==> config.mk <==
export PLATFORM = sky130hd
export DESIGN_NAME = pcrd_norm
export DESIGN_NICKNAME = d
export VERILOG_FILES = /design/src/rtl/assert_macros.svh /design/src/rtl/pcrd_pkg.sv /design/src/rtl/pcrd_norm.sv
export SDC_FILE = /design/constraint.sdc
export NUM_CORES = 2
export LEC_CHECK = 0
export ABC_AREA = 1
export BUFFER_PORTS_ARGS = -buffer_cell sky130_fd_sc_hd__buf_4
export CAP_MARGIN = 20
export CORE_MARGIN = 2
export CORE_UTILIZATION = 44
export CTS_CLUSTER_SIZE = 30
export DETAILED_ROUTE_END_ITERATION = 8
export PLACE_DENSITY = 0.71
export SYNTH_ARGS = -nofsm -noshare
export SYNTH_HDL_FRONTEND = slang
export SYNTH_SLANG_ARGS = --single-unit
==> constraint.sdc <==
create_clock -name clk_i -period 32.8 [get_ports clk_i]
set_clock_uncertainty 0.15 [all_clocks]
set_input_delay 3.28 -clock clk_i [delete_from_list [all_inputs] [get_ports clk_i]]
set_output_delay 3.28 -clock clk_i [all_outputs]
set_load 0.03 [all_outputs]
==> src/rtl/assert_macros.svh <==
// Assertion helpers shared by the RTL.
`ifndef ASSERT_MACROS_SVH
`define ASSERT_MACROS_SVH

// Property must hold at every clock edge out of reset.
`define PCRD_ASSERT(name, clk, rstn, prop) \
  name: assert property (@(posedge clk) disable iff (!(rstn)) (prop)) \
    else $error("pcrd assertion failed");

// Expression must never be true out of reset.
`define PCRD_NEVER(name, clk, rstn, expr) \
  name: assert property (@(posedge clk) disable iff (!(rstn)) !(expr)) \
    else $error("pcrd forbidden condition");

`endif

==> src/rtl/pcrd_pkg.sv <==
`timescale 1ns / 1ps
package pcrd_pkg;
  localparam int CfgW   = 18;
  localparam int TanW   = 17;
  localparam int PixW   = 16;
  localparam int DirW   = 19;
  localparam int AddrW  = 5;
  localparam int OutMax = 262143;
  localparam int OutMin = -262144;

  localparam logic [2:0] RegFwdX = 3'd0;
  localparam logic [2:0] RegFwdY = 3'd1;
  localparam logic [2:0] RegFwdZ = 3'd2;
  localparam logic [2:0] RegUpX  = 3'd3;
  localparam logic [2:0] RegUpY  = 3'd4;
  localparam logic [2:0] RegUpZ  = 3'd5;
  localparam logic [2:0] RegTanX = 3'd6;
  localparam logic [2:0] RegTanY = 3'd7;

  typedef logic [CfgW-1:0] cfg_word_t;

  typedef struct packed {
    cfg_word_t [2:0] fwd;
    cfg_word_t [2:0] up;
  } vec_cfg_t;
endpackage

==> src/rtl/pcrd_norm.sv <==
`timescale 1ns / 1ps
module pcrd_norm import pcrd_pkg::*; #(
  parameter int FRACTION_BITS = 14
) (
  input  logic                           clk_i,
  input  logic                           rst_ni,
  input  logic                           cfg_wr_i,
  input  vec_cfg_t                       vec_i,
  output logic                           busy_o,
  output logic                           deg_o,
  output logic [8:0][FRACTION_BITS+1:0]  nrm_o
);
  localparam int F   = FRACTION_BITS;
  localparam int MW  = (37 - F > CfgW) ? 37 - F : CfgW;
  localparam int SW  = MW + 1;
  localparam int PW  = 2 * SW;
  localparam int L2W = 2 * MW + 2;
  localparam int LW  = MW + 1;
  localparam int QB  = F + 1;
  localparam int NW  = MW + F + 1;
  localparam int IT  = MW + 1;
  localparam int NWD = F + 2;
  localparam int CTW = $clog2((IT > QB) ? IT : QB);

  localparam logic [2:0] ST_IDLE  = 3'd0;
  localparam logic [2:0] ST_CROSS = 3'd1;
  localparam logic [2:0] ST_SQ    = 3'd2;
  localparam logic [2:0] ST_ZCHK  = 3'd3;
  localparam logic [2:0] ST_SQRT  = 3'd4;
  localparam logic [2:0] ST_DIVLD = 3'd5;
  localparam logic [2:0] ST_DIV   = 3'd6;

  localparam logic signed [PW:0] RndHalf = (PW+1)'(1) << (F - 1);

  logic [2:0]            state_q, state_d;
  logic [2:0]            step_q, step_d;
  logic [1:0]            vsel_q, vsel_d;
  logic [1:0]            csel_q, csel_d;
  logic [CTW-1:0]        cnt_q, cnt_d;
  logic                  deg_q, deg_d;
  logic signed [PW-1:0]  acc_q, acc_d;
  logic [L2W-1:0]        len2_q, len2_d;
  logic [L2W-1:0]        rem_q, rem_d;
  logic [L2W-1:0]        root_q, root_d;
  logic [L2W-1:0]        bit_q, bit_d;
  logic [LW-1:0]         len_q, len_d;
  logic [LW-1:0]         drem_q, drem_d;
  logic [QB-1:0]         num_q, num_d;
  logic [QB-1:0]         quo_q, quo_d;
  logic                  neg_q, neg_d;
  logic signed [SW-1:0]  c_q [3];
  logic signed [SW-1:0]  c_d [3];
  logic [8:0][NWD-1:0]   nrm_q, nrm_d;

  logic signed [SW-1:0]  f_ext [3];
  logic signed [SW-1:0]  u_ext [3];
  logic signed [SW-1:0]  ma, mb, cur;
  logic signed [PW-1:0]  prod;
  logic signed [PW:0]    diff;
  logic signed [PW:0]    rnd;
  logic [1:0]            j, i1, i2;
  logic [MW-1:0]         mag;
  logic [NW-1:0]         numer;
  logic [L2W-1:0]        sq_sum;
  logic [LW:0]           trial;
  logic [3:0]            widx;

  always_comb begin
    for (int k = 0; k < 3; k++) begin
      f_ext[k] = SW'($signed(vec_i.fwd[k]));
      u_ext[k] = SW'($signed(vec_i.up[k]));
    end
  end

  // component of the vector under normalization
  always_comb begin
    case (vsel_q)
      2'd0:    cur = f_ext[csel_q];
      2'd1:    cur = u_ext[csel_q];
      default: cur = c_q[csel_q];
    endcase
  end

  // cross component j = f[j+1]*u[j+2] - f[j+2]*u[j+1]
  assign j  = step_q[2:1];
  assign i1 = (j == 2'd2) ? 2'd0 : j + 2'd1;
  assign i2 = (j == 2'd0) ? 2'd2 : j - 2'd1;

  always_comb begin
    if (state_q == ST_CROSS) begin
      ma = step_q[0] ? f_ext[i2] : f_ext[i1];
      mb = step_q[0] ? u_ext[i1] : u_ext[i2];
    end else begin
      ma = cur;
      mb = cur;
    end
  end

  assign prod   = PW'(ma) * PW'(mb);
  assign diff   = (PW+1)'(acc_q) - (PW+1)'(prod);
  assign rnd    = (diff + RndHalf) >>> F;
  assign mag    = cur[SW-1] ? MW'(-cur) : MW'(cur);
  assign numer  = NW'({mag, {F{1'b0}}}) + NW'(len_q >> 1);
  assign sq_sum = root_q + bit_q;
  assign trial  = {drem_q, num_q[QB-1]};
  assign widx   = 4'(vsel_q) * 4'd3 + 4'(csel_q);

  always_comb begin
    state_d = state_q;
    step_d  = step_q;
    vsel_d  = vsel_q;
    csel_d  = csel_q;
    cnt_d   = cnt_q;
    deg_d   = deg_q;
    acc_d   = acc_q;
    len2_d  = len2_q;
    rem_d   = rem_q;
    root_d  = root_q;
    bit_d   = bit_q;
    len_d   = len_q;
    drem_d  = drem_q;
    num_d   = num_q;
    quo_d   = quo_q;
    neg_d   = neg_q;
    c_d     = c_q;
    nrm_d   = nrm_q;

    unique case (state_q)
      ST_IDLE: ;
      ST_CROSS: begin
        if (!step_q[0]) begin
          acc_d = prod;
        end else begin
          c_d[j] = rnd[SW-1:0];
        end
        if (step_q == 3'd5) begin
          state_d = ST_SQ;
          vsel_d  = 2'd0;
          csel_d  = 2'd0;
          len2_d  = '0;
        end else begin
          step_d = step_q + 3'd1;
        end
      end
      ST_SQ: begin
        len2_d = len2_q + L2W'(prod);
        if (csel_q == 2'd2) begin
          state_d = ST_ZCHK;
        end else begin
          csel_d = csel_q + 2'd1;
        end
      end
      ST_ZCHK: begin
        if (len2_q == '0) begin
          deg_d = 1'b1;
          if (vsel_q == 2'd2) begin
            state_d = ST_IDLE;
          end else begin
            vsel_d  = vsel_q + 2'd1;
            csel_d  = 2'd0;
            len2_d  = '0;
            state_d = ST_SQ;
          end
        end else begin
          rem_d   = len2_q;
          root_d  = '0;
          bit_d   = L2W'(1) << (L2W - 2);
          cnt_d   = CTW'(IT - 1);
          state_d = ST_SQRT;
        end
      end
      ST_SQRT: begin
        if (rem_q >= sq_sum) begin
          rem_d  = rem_q - sq_sum;
          root_d = (root_q >> 1) + bit_q;
        end else begin
          root_d = root_q >> 1;
        end
        bit_d = bit_q >> 2;
        if (cnt_q == '0) begin
          len_d   = root_d[LW-1:0];
          csel_d  = 2'd0;
          state_d = ST_DIVLD;
        end else begin
          cnt_d = cnt_q - CTW'(1);
        end
      end
      ST_DIVLD: begin
        // quotient stays below 2^QB, so the top bits start as remainder
        drem_d  = LW'(numer[NW-1:QB]);
        num_d   = numer[QB-1:0];
        neg_d   = cur[SW-1];
        quo_d   = '0;
        cnt_d   = CTW'(QB - 1);
        state_d = ST_DIV;
      end
      ST_DIV: begin
        if (trial >= {1'b0, len_q}) begin
          drem_d = LW'(trial - {1'b0, len_q});
          quo_d  = {quo_q[QB-2:0], 1'b1};
        end else begin
          drem_d = LW'(trial);
          quo_d  = {quo_q[QB-2:0], 1'b0};
        end
        num_d = num_q << 1;
        if (cnt_q == '0) begin
          nrm_d[widx] = neg_q ? NWD'(-$signed({1'b0, quo_d}))
                              : NWD'($signed({1'b0, quo_d}));
          if (csel_q != 2'd2) begin
            csel_d  = csel_q + 2'd1;
            state_d = ST_DIVLD;
          end else if (vsel_q == 2'd2) begin
            state_d = ST_IDLE;
          end else begin
            vsel_d  = vsel_q + 2'd1;
            csel_d  = 2'd0;
            len2_d  = '0;
            state_d = ST_SQ;
          end
        end else begin
          cnt_d = cnt_q - CTW'(1);
        end
      end
      default: state_d = ST_IDLE;
    endcase

    // any register write reruns the whole pass
    if (cfg_wr_i) begin
      state_d = ST_CROSS;
      step_d  = 3'd0;
      deg_d   = 1'b0;
    end
  end

  always_ff @(posedge clk_i or negedge rst_ni) begin
    if (!rst_ni) begin
      state_q <= ST_CROSS;
      step_q  <= 3'd0;
      vsel_q  <= 2'd0;
      csel_q  <= 2'd0;
      cnt_q   <= '0;
      deg_q   <= 1'b0;
    end else begin
      state_q <= state_d;
      step_q  <= step_d;
      vsel_q  <= vsel_d;
      csel_q  <= csel_d;
      cnt_q   <= cnt_d;
      deg_q   <= deg_d;
    end
  end

  always_ff @(posedge clk_i) begin
    acc_q  <= acc_d;
    len2_q <= len2_d;
    rem_q  <= rem_d;
    root_q <= root_d;
    bit_q  <= bit_d;
    len_q  <= len_d;
    drem_q <= drem_d;
    num_q  <= num_d;
    quo_q  <= quo_d;
    neg_q  <= neg_d;
    c_q    <= c_d;
    nrm_q  <= nrm_d;
  end

  assign busy_o = (state_q != ST_IDLE);
  assign deg_o  = deg_q;
  assign nrm_o  = nrm_q;
endmodule

Word level (Yosys, flattened, before mapping)
Index checks and enable logic that the tools add are counted.
W data, S select, Z words.
- $add $sub $neg: 17
- multipliers: 2
- magnitude comparators: 9
- eq/ne operators: 27
- muxes and demuxes: 87
- bitwise operators: 5
- reduce and logical (&&, ||, !) cells: 31
- operator list (operator ; number):
    $mux W24 ; 20
    $mux W48 ; 10
    $bmux W24 S2 ; 7
    $pmux W48 S2 ; 3
    $pmux W48 S4 ; 1
    $bwmux W144 ; 1
    $add A48 B48 Y48 ; 2
    $pmux W24 S2 ; 2
    $bwmux W72 ; 1
    $demux W16 S4 ; 1
    $add A47 B48 Y48 ; 1
    $demux W24 S2 ; 1
    $ge A48 B48 Y1 ; 1
    $logic_not A48 Y1 ; 1
    $mul A24 B24 Y48 ; 1
    $sub A48 B48 Y48 ; 1
    $add A37 B23 Y38 ; 1
    $add A38 B15 Y38 const B ; 1
    $sub A38 B38 Y38 ; 1
    $mux W16 ; 2
    $mux W3 ; 10
    $pmux W15 S2 ; 1
    $mux W2 ; 14
    $pmux W14 S2 ; 1
    other kinds (46) ; 93
- register bits after elaboration: 540
- bits of input ports: 111
- output and inout bits: 146
- logic and storage cells: 206

Logic depth before layout (Yosys ltp)
- depth after elaboration: 12
- gate-level depth with buffers: 58
- depth with buffers taken out: 56

Least setup slack after synthesis
OpenSTA, ideal clock, no wires.
- path kind: input -> register
- from: input vec_i[53] (netlist name)
- to: register c_q[22] (netlist name), data pin
- library setup time: 0.261 ns
- arrival time: 11.576 ns
- data required time: 32.389 ns
- slack: 20.813 ns
- stages on the path: 49
- buffers on the path: 1
- cells stage by stage: inv_1 > a21oi_1 > o21ai_0 > nand2_1 > nand2_1 > nand2_1 > inv_2 > nand2_1 > nand2_1 > inv_1 > nor2_1 > nor2_1 > clkbuf_1 > nand2_1 > fa_1 > inv_1 > fa_1 > inv_1 > [... 13 more ...] > a211o_1 > a21oi_1 > inv_1 > a21oi_1 > o21ai_0 > xor2_1 > inv_1 > ha_1 > ha_1 > nand2_1 > nor2_1 > inv_1 > nor4_1 > inv_1 > o211ai_1 > inv_1 > nand3_1 > nand2_1
- cells in the longest elaborated chain, start to end: 9
- elaborated cells between the ends (all ways): 17
- classes of those cells: add/sub: 2; mul: 1; mux: 14
- ends and longest elaborated chain (what ; RTL line ; text):
    start, declared ; pcrd_norm.sv:8 ; input vec_cfg_t vec_i,
    $bmux W24 S2, on equally long branches ; pcrd_norm.sv:79, pcrd_norm.sv:92 ;
    $mux W24, on equally long branches (2 in a row) ; pcrd_norm.sv:79, pcrd_norm.sv:92 ;
    $pmux W24 S2 or $mux W24 (tied branches) ; pcrd_norm.sv:77, pcrd_norm.sv:92 ;
    $mux W24 ; pcrd_norm.sv:90 ; if (state_q == ST_CROSS) begin
    $mul A24 B24 Y48 * ; pcrd_norm.sv:99 ; assign prod = PW'(ma) * PW'(mb);
    named net prod[30] ; pcrd_norm.sv:58 ; logic signed [PW-1:0] prod;
    $sub A38 B38 Y38 * ; pcrd_norm.sv:100 ; assign diff = (PW+1)'(acc_q) - (PW+1)'(prod);
    $add A38 B15 Y38 * ; pcrd_norm.sv:101 ; assign rnd = (diff + RndHalf) >>> F;
    named net rnd[22] ; pcrd_norm.sv:60 ; logic signed [PW:0] rnd;
    $bwmux W72 * ; pcrd_norm.sv:134 ; c_d[j] = rnd[SW-1:0];
    end signal, assigned ; pcrd_norm.sv:264 ; c_q <= c_d;
    end, declared ; pcrd_norm.sv:51 ; logic signed [SW-1:0] c_q [3];
Mark *: on every way through the listed nets, which the timed path passes. The rest lies on a longest branch. The select of a mux whose other input is x is not followed.
A chain may end at the register's enable or synchronous reset.

Worst setup path after layout
- from: input vec_i[89] (netlist name)
- to: register len2_q[47], data pin
- cells in the longest elaborated chain, start to end: 8
- elaborated cells between the ends (all ways): 16
- classes of those cells: add/sub: 1; mul: 1; mux: 14
- ends and longest elaborated chain (what ; RTL line ; text):
    $bmux W24 S2, on equally long branches ; pcrd_norm.sv:78, pcrd_norm.sv:91 ;
    $mux W24, on equally long branches (2 in a row) ; pcrd_norm.sv:78, pcrd_norm.sv:91 ;
    $pmux W24 S2 or $mux W24 (tied branches) ; pcrd_norm.sv:77, pcrd_norm.sv:91 ;
    $mux W24 ; pcrd_norm.sv:90 ;
    $mul A24 B24 Y48 * ; pcrd_norm.sv:99 ;
    $add A48 B48 Y48 * ; pcrd_norm.sv:146 ; len2_d = len2_q + L2W'(prod);
    $pmux W48 S4 * ; pcrd_norm.sv:128 ; unique case (state_q)
    end signal, assigned ; pcrd_norm.sv:255 ; len2_q <= len2_d;
    end, declared ; pcrd_norm.sv:42 ; logic [L2W-1:0] len2_q, len2_d;
Every way passes the cells marked *; elsewhere a longest branch is shown, timed or not. The select of a mux whose other input is x is not followed.

==> results by group <==
Timing
  – Max Transition Viols Final: 0
  – Slew Limit Headroom: 21.4%
  – Final Hold Viols: 0
  – Period utilization: 43.5%
  – RSZ-0062 raised after global routing: no
  – Worst-Margin Slew: 1170 ps
  – Min Tclk post-route: 14270 ps
  – Setup TNS Final: 0 ps
  – Final setup violation count: 0
  – FMAX: 0.0701 GHz

Yosys
  – Synth Area in Compound Gates: 12.1%
  – Post-synthesis mux area share: 0%
  – Area leader, netlist: edfxtp_1
  – Synth top area cells: edfxtp_1 26%, fa_1 21%, nand2_1 9.6%, inv_1 8.6%, ha_1 8.6%
  – Avg Cell Area, Syn: 8.04 um2
  – Dominant synthesized flop cell: edfxtp_1
  – Asr flop ratio synth: 3.10%
  – Post-Syn Instances: 7318
  – Syn nets: 8443
  – Post-synth top area share: 25.5%
  – Synth Cell Area: 58800 um2
  – Distinct cells, synth: 65
  – Simple logic cell fraction of the synthesized area: 18.5%
  – Ys Warns: 0
  – Largest family of logic cells by synthesized area: adder cells
  – Synth Area in XOR/XNOR: 3.44%
  – Sequential area share after synthesis: 26.2%
  – Post-Synth Adder-Cell Area: 29.4%
  – Number of flops mapped to enable cells by yosys: 500
  – Flops & latches, synth: 516

Route
  – Initial detailed-routing violation count: 5222
  – Vias after detailed routing: 51604
  – DRC: 0
  – Drt pass-1 iters: 8
  – Routed vias/inst: 5.53
  – Routed Antenna Nets: 0
  – Drt total wl: 189000 um
  – Post-DR wirelength/cell: 20.2 um

Worst hold path
  – HP Class: reg -> reg

Placement
  – DP HPWL: 149000 um
  – PortBufs: 256
  – GPL Wtd Cong: 1.02

GRT
  – Total GRT Usage: 27.3%
  – Global-route wire length before repair: 290000 um
  – Vias in the first global route: 51320
  – Total grt overflow: 0
  – Largest net degree at the start of global routing: 81
  – Antenna violations before repair: 1

Cells and area
  – Final Net Count: 8638
  – Area delta synth->final: 10.1%
  – Layout cell share with drive strength beyond 1: 6.94%
  – Commonest non-fill, non-tap cell in the layout: nand2_1
  – Most frequent cells in the layout: 1508 x nand2_1, 1342 x inv_1, 791 x nor2_1

Setup path
  – Critical Path End Type: flop
  – Crit Path Max Fanout: 13
  – WP buf/inv: 9
  – Worst path most repeated cell: nand2_1
  – Critical Path RT: 33030 ps
  – Worst path arrival time: 14510 ps
  – Worst path max stage delay: 670 ps
  – WS Path Type: in -> reg
  – Slowest-stage cell, CP: nor2_1
  – CP top delay family: adder cells
  – Setup crit start kind: primary input

Clock tree
  – Post-CTS Setup Inserts: 0
  – Clock sinks: 516
  – Num CTS Buffers: 57
  – Clk Tree Root Cell: clkbuf_16
  – CTS tree: yes
  – Post-CTS sizing: 0
  – Worst-path clk slew: 60 ps
  – Clk buf depth: 3
  – Htree depth: 2
  – Clk_lat worst skew: 670 ps
  – Hold_buf cts: 0

Die
  – Row cnt: 134
  – Die Ht: 370 um
  – Initial core utilization: 44.2%
  – DIE AREA: 137000 um2
  – Die X: 370 um
  – Core Footprint: 133000 um2
  – Ports: 257

Flow run
  – Max_cap viols: 0

Outcome
  – Outcome: complete, no violations
cell families (layout without fill, tap and decap cells):
logic type               count (synthesis)  after routing
AO/OA/AOI/OAI                         1282           1282
XOR/XNOR                               231            231
adder cells (fa/ha/maj)               1014           1014
buffers and inverters                 1571           1814
flip-flops                             516            516
other                                    0              3
AND/OR/NAND/NOR                       2704           2704
state kept, by name, summed over array words and instances, names as in the netlist, 2 cells and up:
name     flops
nrm_o      144
c_q         72
len2_q      48
rem_q       48
root_q      48
acc_q       38
bit_q       24
drem_q      24
len_q       24
num_q       15
quo_q       14
cnt_q        5
state_q      3
step_q       3
csel_q       2
vsel_q       2
cell usage after synthesis, types with 9 or more instances:
| library cell | instances |
|---|---|
| nand2_1 | 1511 |
| inv_1 | 1343 |
| nor2_1 | 799 |
| fa_1 | 612 |
| edfxtp_1 | 500 |
| a21oi_1 | 495 |
| o21ai_0 | 480 |
| ha_1 | 402 |
| nand3_1 | 216 |
| clkbuf_1 | 133 |
| xor2_1 | 128 |
| xnor2_1 | 103 |
| nor3_1 | 56 |
| a31oi_1 | 49 |
| o211ai_1 | 45 |
| o21a_1 | 40 |
| nand4_1 | 30 |
| o21ai_1 | 30 |
| buf_2 | 26 |
| nor4_1 | 26 |
| a21o_1 | 24 |
| o21bai_1 | 21 |
| buf_4 | 18 |
| clkinv_1 | 15 |
| dfrtp_1 | 15 |
| inv_2 | 15 |
| nand2_2 | 15 |
| or2_2 | 14 |
| nor2_2 | 13 |
| buf_6 | 12 |
| a211oi_1 | 10 |
| o221ai_1 | 10 |
| a32o_1 | 9 |
| buf_1 | 9 |
| o2111ai_1 | 9 |
per-stage QoR:
step / instances / hold WS [ps] / worst slack, ps / util [%] / instance area (um2)
after floorplan: 7318 / 302 / 20810 / - / 58800
after global placement: 9219 / 320 / 18180 / 47.1 / 62700
after detailed placement: 9219 / 356 / 18140 / 47.1 / 62700
after CTS: 9326 / 369 / 18770 / 48.6 / 64700
after global routing: 9329 / 400 / 17720 / 48.6 / 64700
final: 9332 / 369 / 18530 / 48.6 / 64700
final timing paths:
path                       slack, ps      start  cells after the start         end
max                            18530  vec_i[89]                     42  len2_q[47]
min                              370   cnt_q[4]                      2    cnt_q[4]
max reg2reg                    19070  step_q[2]                     46  len2_q[47]
min reg2reg                      370   cnt_q[4]                      2    cnt_q[4]
max in group asynchronous      29890     rst_ni                      1  state_q[0]
min in group asynchronous       2340     rst_ni                      1    cnt_q[3]
area by class of cell:
| cell class | count | area (um2) |
|---|---|---|
| diodes | 3 | 7.51 |
| clock buffers | 66 | 1460 |
| clock inverters | 41 | 537 |
| fillers | 12839 | 68400 |
| inverters | 1373 | 5160 |
| multi-input cells | 5231 | 37400 |
| flip-flops and latches | 516 | 15400 |
| well taps | 1768 | 2210 |
| repair buffers | 334 | 2530 |
per-layer routing:
metal  global-route usage, %  vias up  routed length, um
met4                    13.5        2              10700
li1                        -    23819                  -
met3                    5.20      590              17900
met1                    35.0    24632              73900
met2                    44.1     2561              86000
met5                       0        -                 13
tightest hold or removal path: cells and delay by family (launching register included):
kind / cells / cell delay (ps)
simple gates: 1 / 60
flops: 1 / 340
compound gates: 1 / 80
Power is not shown: default switching activity piles up to over one toggle a cycle in this logic, so the estimate is an artifact.
